**src/sv/zss_pkg.sv**
```systemverilog
package zss_pkg;

  localparam int unsigned MAX_COUNT_DEF = 1048576;
  localparam int unsigned CHANNELS_DEF  = 2;

  localparam int SAMPLE_W   = 16;
  localparam int OP_W       = 2;
  localparam int DEV_W      = 55;
  localparam int SQ_W       = 34;
  localparam int DIFF_W     = 17;
  localparam int STD_W      = 16;
  localparam int ROOT_IN_W  = 32;
  localparam int DEV_Q_BITS = 32;
  localparam int Z_Q_BITS   = 17;
  localparam int QUO_W      = DEV_Q_BITS + 1;
  localparam int KW         = 6;

  localparam logic [OP_W-1:0] OP_SUM  = 2'd0;
  localparam logic [OP_W-1:0] OP_DEV  = 2'd1;
  localparam logic [OP_W-1:0] OP_NORM = 2'd2;
  localparam logic [OP_W-1:0] OP_NOP  = 2'd3;

  localparam logic [STD_W-1:0] STD_ONE = 16'd256;
  localparam logic [STD_W-1:0] STD_MAX = 16'hFFFF;

  localparam logic [SAMPLE_W-1:0] Z_POS_MAX = 16'h7FFF;
  localparam logic [SAMPLE_W-1:0] Z_NEG_MAX = 16'h8000;
  localparam logic [Z_Q_BITS-1:0] Q_POS_LIM = 17'd32767;
  localparam logic [Z_Q_BITS-1:0] Q_NEG_LIM = 17'd32768;

endpackage

```
**src/sv/zss_div.sv**
```systemverilog
module zss_div #(
  parameter int NW = 58,
  parameter int DW = 25,
  parameter int QW = 33,
  parameter int KBW = 6
) (
  input  logic           clk_i,
  input  logic           rst_ni,
  input  logic           start_i,
  input  logic [NW-1:0]  num_i,
  input  logic [DW-1:0]  den_i,
  input  logic [KBW-1:0] k_i,
  output logic           done_o,
  output logic [QW-1:0]  quo_o
);

  logic [NW-1:0]  r_q, ds_q;
  logic [QW-1:0]  q_q;
  logic [KBW-1:0] k_q;
  logic           busy_q, done_q;
  logic           ge;

  assign ge     = r_q >= ds_q;
  assign done_o = done_q;
  assign quo_o  = q_q;

  always_ff @(posedge clk_i or negedge rst_ni) begin
    if (!rst_ni) begin
      busy_q <= 1'b0;
      done_q <= 1'b0;
      k_q    <= '0;
    end else begin
      done_q <= busy_q && (k_q == '0);
      if (start_i) begin
        busy_q <= 1'b1;
        k_q    <= k_i;
      end else if (busy_q) begin
        if (k_q == '0) begin
          busy_q <= 1'b0;
        end else begin
          k_q <= k_q - 1'b1;
        end
      end
    end
  end

  always_ff @(posedge clk_i) begin
    if (start_i) begin
      r_q  <= num_i;
      ds_q <= NW'(den_i) << k_i;
      q_q  <= '0;
    end else if (busy_q) begin
      if (ge) begin
        r_q <= r_q - ds_q;
      end
      q_q  <= {q_q[QW-2:0], ge};
      ds_q <= ds_q >> 1;
    end
  end

endmodule

```
**src/sv/zss_sqrt.sv**
```systemverilog
module zss_sqrt (
  input  logic                          clk_i,
  input  logic                          rst_ni,
  input  logic                          start_i,
  input  logic [zss_pkg::ROOT_IN_W-1:0] val_i,
  output logic                          done_o,
  output logic [zss_pkg::STD_W-1:0]     root_o
);
  import zss_pkg::*;

  logic [ROOT_IN_W-1:0] v_q, res_q, bit_q;
  logic [ROOT_IN_W:0]   trial;
  logic                 done_q, busy, take;

  assign busy   = |bit_q;
  assign trial  = {1'b0, res_q} + {1'b0, bit_q};
  assign take   = {1'b0, v_q} >= trial;
  assign done_o = done_q;
  assign root_o = res_q[STD_W-1:0];

  always_ff @(posedge clk_i or negedge rst_ni) begin
    if (!rst_ni) begin
      bit_q  <= '0;
      done_q <= 1'b0;
    end else begin
      done_q <= busy && bit_q[0];
      if (start_i) begin
        bit_q <= ROOT_IN_W'(1) << (ROOT_IN_W - 2);
      end else if (busy) begin
        bit_q <= bit_q >> 2;
      end
    end
  end

  always_ff @(posedge clk_i) begin
    if (start_i) begin
      v_q   <= val_i;
      res_q <= '0;
    end else if (busy) begin
      if (take) begin
        v_q   <= v_q - trial[ROOT_IN_W-1:0];
        res_q <= (res_q >> 1) + bit_q;
      end else begin
        res_q <= res_q >> 1;
      end
    end
  end

endmodule

```
**src/sv/zscore_standardizer_core.sv**
```systemverilog
// Channel | Direction | Handshake                | Payload
// in      | in        | in_valid_i / in_stall_o  | op_i, channel_i, sample_i, first_i
// out     | out       | out_valid_o / out_stall_i| zvalue_o, out_channel_o, saturated_o
//
// One request at a time. Sum pass: accumulate, then the 18-step divider.
// Deviation pass: multiply, add, 33-step divide, 16-step root.
// Normalize pass: the 18-step divider, plus output wait.
// Reset clears all statistics at once (deviation 1.0); no clearing pass.
// While the output register is full and stalled, a finished result waits in ST_EMIT and new requests stall.
module zscore_standardizer_core #(
  parameter int unsigned MAX_COUNT = zss_pkg::MAX_COUNT_DEF,
  parameter int unsigned CHANNELS  = zss_pkg::CHANNELS_DEF
) (
  input  logic                                clk_i,
  input  logic                                rst_ni,
  input  logic                                in_valid_i,
  output logic                                in_stall_o,
  input  logic [zss_pkg::OP_W-1:0]            op_i,
  input  logic                                channel_i,
  input  logic signed [zss_pkg::SAMPLE_W-1:0] sample_i,
  input  logic                                first_i,
  output logic                                out_valid_o,
  input  logic                                out_stall_i,
  output logic signed [zss_pkg::SAMPLE_W-1:0] zvalue_o,
  output logic                                out_channel_o,
  output logic                                saturated_o
);
  import zss_pkg::*;

  localparam int CW  = $clog2(MAX_COUNT + 1);
  localparam int SW  = CW + SAMPLE_W;
  localparam int CHW = (CHANNELS > 1) ? $clog2(CHANNELS) : 1;
  localparam int DNW = (CW > STD_W) ? CW : STD_W;
  localparam int NW0 = (DEV_W > SW) ? DEV_W : SW;
  localparam int DVW = (NW0 > DNW + QUO_W) ? NW0 : DNW + QUO_W;

  typedef enum logic [2:0] {
    ST_IDLE, ST_ACC, ST_SQ, ST_DACC, ST_DIV, ST_SQRT, ST_EMIT
  } state_e;

  state_e state_q;

  logic signed [SW-1:0]       sum_q  [CHANNELS];
  logic [CW-1:0]              cnt_q  [CHANNELS];
  logic [DEV_W-1:0]           dev_q  [CHANNELS];
  logic signed [SAMPLE_W-1:0] mean_q [CHANNELS];
  logic [STD_W-1:0]           std_q  [CHANNELS];

  logic [OP_W-1:0]            op_q;
  logic [CHW-1:0]             ch_q;
  logic signed [SAMPLE_W-1:0] x_q;
  logic                       first_q, neg_q;
  logic signed [DIFF_W-1:0]   d_q;
  logic [SQ_W-1:0]            sq_q;

  logic                       div_start_q, div_done;
  logic [DVW-1:0]             div_num_q;
  logic [DNW-1:0]             div_den_q;
  logic [KW-1:0]              div_k_q;
  logic [QUO_W-1:0]           div_q;

  logic                       sqrt_start_q, sqrt_done;
  logic [ROOT_IN_W-1:0]       sqrt_val_q;
  logic [STD_W-1:0]           root;

  logic [CW-1:0]              cnt_base, cnt_inc;
  logic signed [SW-1:0]       sum_base, sum_new;
  logic [SW-1:0]              sum_mag;
  logic                       room;
  logic signed [DIFF_W-1:0]   diff;
  logic [DIFF_W-1:0]          diff_mag;
  logic [DEV_W-1:0]           dev_base, dev_new;
  logic [DEV_W:0]             dev_sum;
  logic [Z_Q_BITS-1:0]        q17;
  logic                       zovf, zsat;
  logic [SAMPLE_W-1:0]        zval, qneg;

  always_comb begin
    cnt_base = first_q ? '0 : cnt_q[ch_q];
    sum_base = first_q ? '0 : sum_q[ch_q];
    cnt_inc  = cnt_base + 1'b1;
    sum_new  = sum_base + SW'(x_q);
    sum_mag  = sum_new[SW-1] ? SW'(-sum_new) : SW'(sum_new);
    room     = cnt_base < CW'(MAX_COUNT);
    diff     = DIFF_W'(x_q) - DIFF_W'(mean_q[ch_q]);
    diff_mag = diff[DIFF_W-1] ? DIFF_W'(-diff) : DIFF_W'(diff);
    dev_base = first_q ? '0 : dev_q[ch_q];
    dev_sum  = {1'b0, dev_base} + (DEV_W + 1)'(sq_q);
    dev_new  = dev_sum[DEV_W] ? '1 : dev_sum[DEV_W-1:0];
    q17      = div_q[Z_Q_BITS-1:0];
    zovf     = div_q[Z_Q_BITS];
    qneg     = SAMPLE_W'(-q17);
    if (neg_q) begin
      zsat = zovf || (q17 > Q_NEG_LIM);
      zval = zsat ? Z_NEG_MAX : qneg;
    end else begin
      zsat = zovf || (q17 > Q_POS_LIM);
      zval = zsat ? Z_POS_MAX : q17[SAMPLE_W-1:0];
    end
  end

  assign in_stall_o = (state_q != ST_IDLE);

  zss_div #(
    .NW (DVW),
    .DW (DNW),
    .QW (QUO_W),
    .KBW(KW)
  ) u_div (
    .clk_i  (clk_i),
    .rst_ni (rst_ni),
    .start_i(div_start_q),
    .num_i  (div_num_q),
    .den_i  (div_den_q),
    .k_i    (div_k_q),
    .done_o (div_done),
    .quo_o  (div_q)
  );

  zss_sqrt u_sqrt (
    .clk_i  (clk_i),
    .rst_ni (rst_ni),
    .start_i(sqrt_start_q),
    .val_i  (sqrt_val_q),
    .done_o (sqrt_done),
    .root_o (root)
  );

  always_ff @(posedge clk_i or negedge rst_ni) begin
    if (!rst_ni) begin
      state_q      <= ST_IDLE;
      div_start_q  <= 1'b0;
      sqrt_start_q <= 1'b0;
      out_valid_o  <= 1'b0;
      for (int i = 0; i < CHANNELS; i++) begin
        sum_q[i]  <= '0;
        cnt_q[i]  <= '0;
        dev_q[i]  <= '0;
        mean_q[i] <= '0;
        std_q[i]  <= STD_ONE;
      end
    end else begin
      div_start_q  <= 1'b0;
      sqrt_start_q <= 1'b0;
      if (out_valid_o && !out_stall_i && (state_q != ST_EMIT)) begin
        out_valid_o <= 1'b0;
      end
      unique case (state_q)
        ST_IDLE: begin
          if (in_valid_i && (op_i != OP_NOP) && (32'(channel_i) < CHANNELS)) begin
            state_q <= ST_ACC;
          end
        end
        ST_ACC: begin
          unique case (op_q)
            OP_SUM: begin
              sum_q[ch_q] <= room ? sum_new : sum_base;
              cnt_q[ch_q] <= room ? cnt_inc : cnt_base;
              neg_q       <= sum_new[SW-1];
              div_num_q   <= DVW'(sum_mag) + DVW'(cnt_inc >> 1);
              div_den_q   <= DNW'(cnt_inc);
              div_k_q     <= KW'(Z_Q_BITS);
              div_start_q <= room;
              state_q     <= room ? ST_DIV : ST_IDLE;
            end
            OP_DEV: begin
              d_q     <= diff;
              state_q <= ST_SQ;
            end
            OP_NORM: begin
              neg_q       <= diff[DIFF_W-1];
              div_num_q   <= DVW'({diff_mag, 8'b0}) + DVW'(std_q[ch_q] >> 1);
              div_den_q   <= DNW'(std_q[ch_q]);
              div_k_q     <= KW'(Z_Q_BITS);
              div_start_q <= 1'b1;
              state_q     <= ST_DIV;
            end
            default: state_q <= ST_IDLE;
          endcase
        end
        ST_SQ: begin
          sq_q    <= SQ_W'(d_q * d_q);
          state_q <= ST_DACC;
        end
        ST_DACC: begin
          dev_q[ch_q] <= dev_new;
          if (cnt_q[ch_q] == '0) begin
            std_q[ch_q] <= STD_ONE;
            state_q     <= ST_IDLE;
          end else begin
            div_num_q   <= DVW'(dev_new);
            div_den_q   <= DNW'(cnt_q[ch_q]);
            div_k_q     <= KW'(DEV_Q_BITS);
            div_start_q <= 1'b1;
            state_q     <= ST_DIV;
          end
        end
        ST_DIV: begin
          if (div_done) begin
            unique case (op_q)
              OP_SUM: begin
                mean_q[ch_q] <= neg_q ? qneg : q17[SAMPLE_W-1:0];
                state_q      <= ST_IDLE;
              end
              OP_DEV: begin
                if (div_q[DEV_Q_BITS]) begin
                  std_q[ch_q] <= STD_MAX;
                  state_q     <= ST_IDLE;
                end else begin
                  sqrt_val_q   <= div_q[ROOT_IN_W-1:0];
                  sqrt_start_q <= 1'b1;
                  state_q      <= ST_SQRT;
                end
              end
              default: state_q <= ST_EMIT;
            endcase
          end
        end
        ST_SQRT: begin
          if (sqrt_done) begin
            std_q[ch_q] <= (root == '0) ? STD_ONE : root;
            state_q     <= ST_IDLE;
          end
        end
        ST_EMIT: begin
          if (!out_valid_o || !out_stall_i) begin
            out_valid_o   <= 1'b1;
            zvalue_o      <= zval;
            out_channel_o <= ch_q[0];
            saturated_o   <= zsat;
            state_q       <= ST_IDLE;
          end
        end
        default: state_q <= ST_IDLE;
      endcase
    end
  end

  always_ff @(posedge clk_i) begin
    if (state_q == ST_IDLE) begin
      op_q    <= op_i;
      ch_q    <= CHW'(channel_i);
      x_q     <= sample_i;
      first_q <= first_i;
    end
  end

endmodule

```
**config.mk**
```make
export PLATFORM = sky130hd
export DESIGN_NAME = zscore_standardizer_core
export DESIGN_NICKNAME = d
export VERILOG_FILES = /design/src/sv/zss_pkg.sv /design/src/sv/zss_div.sv /design/src/sv/zss_sqrt.sv /design/src/sv/zscore_standardizer_core.sv
export SDC_FILE = /design/constraint.sdc
export NUM_CORES = 2
export LEC_CHECK = 0
export BUFFER_PORTS_ARGS = -buffer_cell sky130_fd_sc_hd__buf_2
export CAP_MARGIN = 15
export CORE_MARGIN = 3
export CORE_UTILIZATION = 40
export DETAILED_ROUTE_END_ITERATION = 6
export MAX_ROUTING_LAYER = met4
export SLEW_MARGIN = 20
export SYNTH_ARGS = -nofsm -noshare
export SYNTH_HDL_FRONTEND = slang
export SYNTH_SLANG_ARGS = --single-unit
```
**constraint.sdc**
```tcl
create_clock -name clk_i -period 29 [get_ports clk_i]
set_input_delay 2.9 -clock clk_i [delete_from_list [all_inputs] [get_ports clk_i]]
set_output_delay 2.9 -clock clk_i [all_outputs]
set_load 0.01 [all_outputs]
```
After elaboration in Yosys (flattened, before gate mapping)
Index checks and enable logic that the tools add are counted.
{"block": "classes", "add_sub_neg": 14, "multipliers": 1, "n_div": 0, "order_cmp": 7, "eq_ne": 21, "shift": 1, "muxes": 95, "bitwise_logic": 6, "reduce_logical": 40}
{"operator": "55-bit 2-to-1 mux", "n": 12}
{"operator": "32-bit 2-to-1 mux", "n": 11}
{"operator": "37-bit 2-to-1 mux", "n": 7}
{"operator": "55-bit one-hot mux with 2 select lines", "n": 2}
{"operator": "16-bit 2-to-1 mux", "n": 12}
{"operator": "21-bit 2-to-1 mux", "n": 7}
{"operator": "110-bit bitwise mux", "n": 1}
{"operator": "32-bit one-hot mux with 3 select lines", "n": 1}
{"operator": "21-bit one-hot mux with 2 select lines", "n": 2}
{"operator": "74-bit bitwise mux", "n": 1}
{"operator": "32-bit bitwise mux", "n": 2}
{"operator": "55-bit by 34-bit adder with 56-bit output", "n": 1}
{"operator": "55-bit demux with 1-bit select", "n": 1}
{"operator": "55-bit greater-or-equal comparator", "n": 1}
{"operator": "21-bit by 6-bit << shifter with 55-bit output", "n": 1}
{"operator": "55-bit subtractor", "n": 1}
{"operator": "42-bit bitwise mux", "n": 1}
{"operator": "37-bit by 20-bit adder with 38-bit output", "n": 1}
{"operator": "37-bit by 16-bit adder with 37-bit output", "n": 1}
{"operator": "37-bit demux with 1-bit select", "n": 1}
{"operator": "37-bit negation", "n": 1}
{"operator": "17-bit by 17-bit multiplier with 34-bit output", "n": 1}
{"operator": "32-bit by 32-bit adder with 33-bit output", "n": 1}
{"operator": "32-bit by 33-bit greater-or-equal comparator with 1-bit output", "n": 1}
{"operator": "other kinds (55)", "n": 114}
{"block": "totals", "ff_bits": 748, "latchBits": 0, "ram_bits": 0, "romBits": 0, "in_bits": 24, "n_memories": 0}

Depth between registers and ports, before layout
{"block": "logic_depth", "ltp_word": 11, "mapped_depth": 42, "depth_no_buf": 30}

Cells and area by module
From an unflattened synthesis, not the netlist that was laid out.
{"block": "hier_totals", "hier_cells": 6367, "hier_area_um2": 57461.4}
{"mod": "zscore_standardizer_core", "n_inst": 1, "cells_each": 4275, "area_per_inst_um2": 39573.0}
{"mod": "zss_div", "n_inst": 1, "cells_each": 1239, "area_per_inst_um2": 10796.6}
{"mod": "zss_sqrt", "n_inst": 1, "cells_each": 853, "area_per_inst_um2": 7091.8}

Worst setup path after synthesis
OpenSTA, ideal clock, no wires.
{"block": "synth_timing", "kind": "register to register", "start": "register ch_q", "end": "register div_num_q[20], data pin", "arrival_time_ns": 9.125, "t_required_ns": 28.730, "slack_ns": 19.605, "path_stages_with_launch": 41, "synth_period_minus_slack_ns": 9.395, "cell_sequence": "edfxtp_1 > clkbuf_1 > buf_2 > buf_2 > buf_2 > buf_2 > clkbuf_1 > buf_2 > buf_2 > buf_1 > mux2i_1 > nor2_1 > ha_1 > a21oi_1 > o21ai_0 > a311o_1 > and3_1 > or3_4 > [5 not listed] > buf_1 > nor2_1 > xor2_1 > ha_1 > a21o_1 > a21oi_1 > o21ai_0 > a21oi_1 > nor3_1 > o21a_1 > o21ai_0 > a21boi_0 > o41a_1 > xnor2_1 > xnor2_1 > nor2_1 > a211oi_1 > a21oi_1"}
{"block": "synth_via", "elab_chain_cells": 11, "elab_cells_between_ends": 33}
{"element": "start: declaration", "line_no": "zscore_standardizer_core.sv:50", "text": "logic [CHW-1:0] ch_q;"}
{"element": "start signal: assignment", "line_no": "zscore_standardizer_core.sv:242", "text": "ch_q <= CHW'(channel_i);"}
{"element": "1-bit inverter with 2-bit output (implied by the code) (*)"}
{"element": "37-bit 2-to-1 mux (implied by the code) (3 in a row)", "line_no": "zscore_standardizer_core.sv:80", "text": "sum_base = first_q ? '0 : sum_q[ch_q];"}
{"element": "37-bit 2-to-1 mux", "line_no": "zscore_standardizer_core.sv:80"}
{"element": "37-bit by 16-bit adder with 37-bit output", "line_no": "zscore_standardizer_core.sv:82", "text": "sum_new = sum_base + SW'(x_q);"}
{"element": "37-bit negation", "line_no": "zscore_standardizer_core.sv:83", "text": "sum_mag = sum_new[SW-1] ? SW'(-sum_new) : SW'(sum_new);"}
{"element": "37-bit 2-to-1 mux", "line_no": "zscore_standardizer_core.sv:83"}
{"element": "37-bit by 20-bit adder with 38-bit output", "line_no": "zscore_standardizer_core.sv:160", "text": "div_num_q <= DVW'(sum_mag) + DVW'(cnt_inc >> 1);"}
{"element": "55-bit one-hot mux with 2 select lines", "line_no": "zscore_standardizer_core.sv:155", "text": "unique case (op_q)"}
{"element": "55-bit one-hot mux with 2 select lines (*)", "line_no": "zscore_standardizer_core.sv:148", "text": "unique case (state_q)"}
{"element": "end signal: assignment", "line_no": "zscore_standardizer_core.sv:160"}
{"element": "end signal: assignment", "line_no": "zscore_standardizer_core.sv:172", "text": "div_num_q <= DVW'({diff_mag, 8'b0}) + DVW'(std_q[ch_q] >> 1);"}
{"element": "end signal: assignment", "line_no": "zscore_standardizer_core.sv:191", "text": "div_num_q <= DVW'(dev_new);"}
{"element": "end: declaration", "line_no": "zscore_standardizer_core.sv:57", "text": "logic [DVW-1:0] div_num_q;"}
Mark *: on every way between the ends. The rest lies on a longest branch, timed or not. The select of a mux whose other input is x is not followed.
A chain may end at the register's enable or synchronous reset.

Worst setup path in the final report
{"block": "layout_timing", "start": "register ch_q", "end": "register div_num_q[21], data pin"}
The elaborated chain is that of the path after synthesis.

==> results <==
- The pin count of the biggest net entering global routing is 108.
- The worst hold path begins at u_div.quo_o[28].
- Clock skew on the completed layout was measured at 0.0409 ns.
- The highest achievable clock rate is 114 MHz.
- The family with the most delay on the worst path is compound AO/OA/AOI/OAI gates.
- The destination of the worst register-to-register timing path is div_num_q[21].
- The run finished, with violations left.
- The count of cell types in the netlist is 100.
- The number of global-route vias before repair is 41.9k.
- Gates resized during post-CTS repair numbered 0.
- The total negative setup slack is 0 ns.
- In this run, synthesis inferred 341 flip-flops with an integrated enable.
- Along the worst hold path, the cell count comes to 0.
- The top cell type's share of synthesized area is 0.187.
- The final reports fail on DRC.
- The HPWL after detailed placement is 111,000 um.
- The final-report hold violation count came to 0.
- Among all stages on the critical path, the largest delay is contributed by a311oi_1.
- The post-synthesis register bit count is 727.
- The number of inserted filler cells in the final layout is 13.1k.
- Headroom to the max-slew limit came out at 0.301.
- The count of nets left with antenna violations after detail routing is 0.
- The count of buffers inserted at the top-level ports is 43.
- The routability-driven placement congestion ratio is 0.918.
- Dividing the synthesized area by the synthesized cell count gives 9.26 um^2.
- The area added between synthesis and finish is 9.17%.
- The netlist area before placement is 54,600 um^2.
- The I/O pin total is 44.
- The maximum buffer depth of the clock tree is 3.
- The compound-cell area share of the yosys netlist is 0.161.
- The total congestion overflow after global routing is 0.
- Clock latency on the worst-skew pair, taken at its later pin, is 0.72 ns.
- The CTS clock-pin slew for the worst setup and hold paths is 0.06 ns.
- After synthesis, the share of flip-flops with an asynchronous set or reset is 0.442.
- The floorplan step set the die width to 376 um.
- The most used flip-flop cell after synthesis is edfxtp_1.
- The number of hold buffers added after cts is 0.
- The share of cell area taken by muxes after synthesis is 0.0434.
- The violation count after the first detailed-routing iteration is 2,870.
- The detail-routed via count per cell is 5.51.
- At the worst endpoint, the arrival time is 9.15 ns.
- STA classifies the critical path endpoint as a flop.
- At the placement stage, the worst setup path has a slack of 20.34 ns.
- The initial antenna violation count came to 0.
- Counting the buffers created by CTS gives 86.
- In the post-synthesis netlist, the biggest area contributors are edfxtp_1 19%, dfrtp_1 15%, fa_1 10%.
- The startpoint of the lowest-slack register-to-register path is ch_q.
- The clock tree from TritonCTS is done.
- The total buffers and inverters traversed by the critical path is 4.
- The clock sink count is 727.
- The per-cell routed wire length is 19.5 um.
- After the last flow step, the layout net total stands at 6,432.
- The first-pass GRT wire length is 238,000 um.
- The floorplan step defined a die boundary enclosing 141,000 um^2.
- The gate count after technology mapping is 5,897.
- The post-CTS setup buffer count is 0.
- For this run, design rule violations remaining after detail routing come to 2.
- The master cell of the clock root buffer is clkbuf_16.
- For this configuration, the core starts out at a cell density of 0.406.
- The XOR/XNOR share of the synthesized area is 0.0581.
- Of the total synthesized cell area, the portion taken by full adders, half adders and majority gates is 0.177.
- The post-synthesis share of cell area spent on and, or, nand and nor gates is 0.150.
- Measured along the y axis, the die boundary spans 376 um.
- In the global route stage, overall resource usage came out at 0.218.
- The worst setup path is launched from a flop.
- The final clock period utilization by the worst path is 0.302.
- In the final layout, the multi-input gates occupy 32,400 um^2.
- The max-capacitance violation count is 0.
- The register-to-register setup slack is 20.25 ns.
- The core outline area is 134,000 um^2.
- Setup violations remaining at the end of the flow were counted as 0.
- The count of final max-slew check failures was 0.
- The setup path with the least slack is of type flop to flop.
- In this design, the critical path's most frequently occurring cell is o21ai_0.
- Yosys printed 0 warnings.
- The worst register-to-register path has a depth of 30.
- The number of detailed-route iterations in the first pass is 7.
- The synthesized design spends more area on one cell type than any other, namely edfxtp_1.
- The total number of vias is 42.1k.
- The setup slack of the critical path after layout is 20.25 ns.
- The H-tree generated during clock tree synthesis spans 3 levels.
- The critical path data required time is 29.40 ns.
- Setup repair after global routing left no endpoint under its margin.
- The main combinational cell family by area after synthesis is adder cells.
- The worst min-delay path category is flop to flop.
- On the worst path, the slowest cell contributes a delay of 0.68 ns.
- The transition time at the pin with the least slew margin is 1.04 ns.
- The footprint of the flip-flops and latches is 19,600 um^2.
- The final routed wirelength across all metal layers is 149,000 um.
- The peak fanout along the critical path is 68.
- In the final layout, the share of cells above drive strength 1 is 0.0628.
- The clock period could shrink to 8.75 ns.
- The number of nets in the synthesized netlist is 6,527.
- The site row count is 134.
- The share of the Yosys chip area taken by registers is 0.358.
- For hold timing, the worst endpoint is sqrt_val_q[28].
==> per-layer routing <==
| metal | track usage | vias to the layer above | part of all wire |
|---|---|---|---|
| li1 | - | 20296 | - |
| met1 | 0.293 | 20775 | 0.46 |
| met2 | 0.350 | 886 | 0.47 |
| met3 | 0.0235 | 180 | 0.042 |
| met4 | 0.0602 | 0 | 0.025 |
| met5 | - | - | 0 |
==> sequential cells by signal (all words and copies together) (netlist names), 33 cells and up <==
signal and flops:
u_div.quo_o 33, dev_q 110, u_div.ds_q 55, sq_q 33, u_div.r_q 55, cnt_q 42, sum_q 74, div_num_q 55
==> logic make-up (layout without fill, tap and decap cells) <==
group | count (synthesis) | count (layout)
AND/OR/NAND/NOR | 1791 | 1791
AO/OA/AOI/OAI | 1433 | 1433
buffers and inverters | 747 | 726
flip-flops | 727 | 727
adder cells (fa/ha/maj) | 606 | 606
XOR/XNOR | 360 | 360
multiplexers | 233 | 233
other | 0 | 1
==> worst max-delay path by stage <==
stage	to	from	depth (start not counted)	slack, ns
2_1_floorplan	div_num_q[20]	ch_q	40	19.60
3_3_place_gp	div_num_q[21]	ch_q	30	20.40
3_5_place_dp	div_num_q[21]	ch_q	30	20.34
4_1_cts	div_num_q[21]	ch_q	30	20.31
5_1_grt	div_num_q[21]	ch_q	30	19.66
6_report	div_num_q[21]	ch_q	30	20.25
==> placed cells by master, fill, tap and decap left out, types with 78 or more instances in the layout <==
cell | Yosys | layout
fa_1 | 276 | 276
a21oi_1 | 308 | 308
dfrtp_1 | 319 | 316
ha_1 | 330 | 330
clkbuf_16 | 0 | 89
a21o_1 | 116 | 116
mux2i_1 | 202 | 202
o21ai_0 | 541 | 540
inv_1 | 465 | 464
edfxtp_1 | 341 | 341
nand2_1 | 698 | 695
nor2b_1 | 80 | 79
nor3_1 | 81 | 78
and2_1 | 84 | 84
nor2_1 | 506 | 505
xor2_1 | 143 | 142
xnor2_1 | 214 | 213
==> cell usage after synthesis (19+ instances only) <==
library cell and instances:
and2_1 84, buf_1 28, nor3_1 81, xnor2_1 214, nand4_1 40, nand2b_1 63, a31o_2 19, and3_1 36
dfrtp_1 319, o21ai_0 541, o21bai_1 38, nor4_1 31, o21a_1 31, mux2i_1 202, nor2_1 506, a21o_1 116
inv_1 465, a31oi_1 54, clkbuf_1 228, a21oi_1 308, fa_1 276, nand2_1 698, o211ai_1 32, edfxtp_1 341
a211oi_1 37, nand3_1 51, dfxtp_1 65, o31ai_1 28, a22oi_1 38, o22ai_1 28, xor2_1 143, mux2_2 31
or3_1 33, buf_2 21, or2_2 22, nor2b_1 80, ha_1 330
==> layout make-up <==
class                           instances  share of cell area
Antenna cell                            1           0.0000420
Clock buffer                          109              0.0394
Tap cell                             1768              0.0371
Sequential cell                       727               0.328
Clock inverter                         53              0.0120
Inverter                              468              0.0295
Multi-Input combinational cell       4423               0.543
Timing Repair Buffer                   96              0.0107
==> metrics by stage <==
step | hold WS [ns] | utilization | cells | area, um^2
final | 0.461 | 0.444 | 7645 | 59600
after global routing | 0.481 | 0.444 | 7644 | 59600
after CTS | 0.463 | 0.443 | 7644 | 59600
after detailed placement | 0.448 | 0.420 | 7482 | 56500
after global placement | 0.452 | 0.420 | 7482 | 56500
after floorplan | 0.403 | - | 5897 | 54600
==> worst reg2reg max path, delay by kind of cell, from the launching register on <==
kind	cells	cell delay [ns]
AO/OA/AOI/OAI	16	3.67
XOR/XNOR	2	0.34
adder cells (fa/ha/maj)	2	0.58
buffers and inverters	4	1.87
flip-flops	1	0.33
multiplexers	1	0.36
AND/OR/NAND/NOR	5	1.30
Power is not shown: default switching activity piles up to over one toggle a cycle in this logic, so the estimate is an artifact.
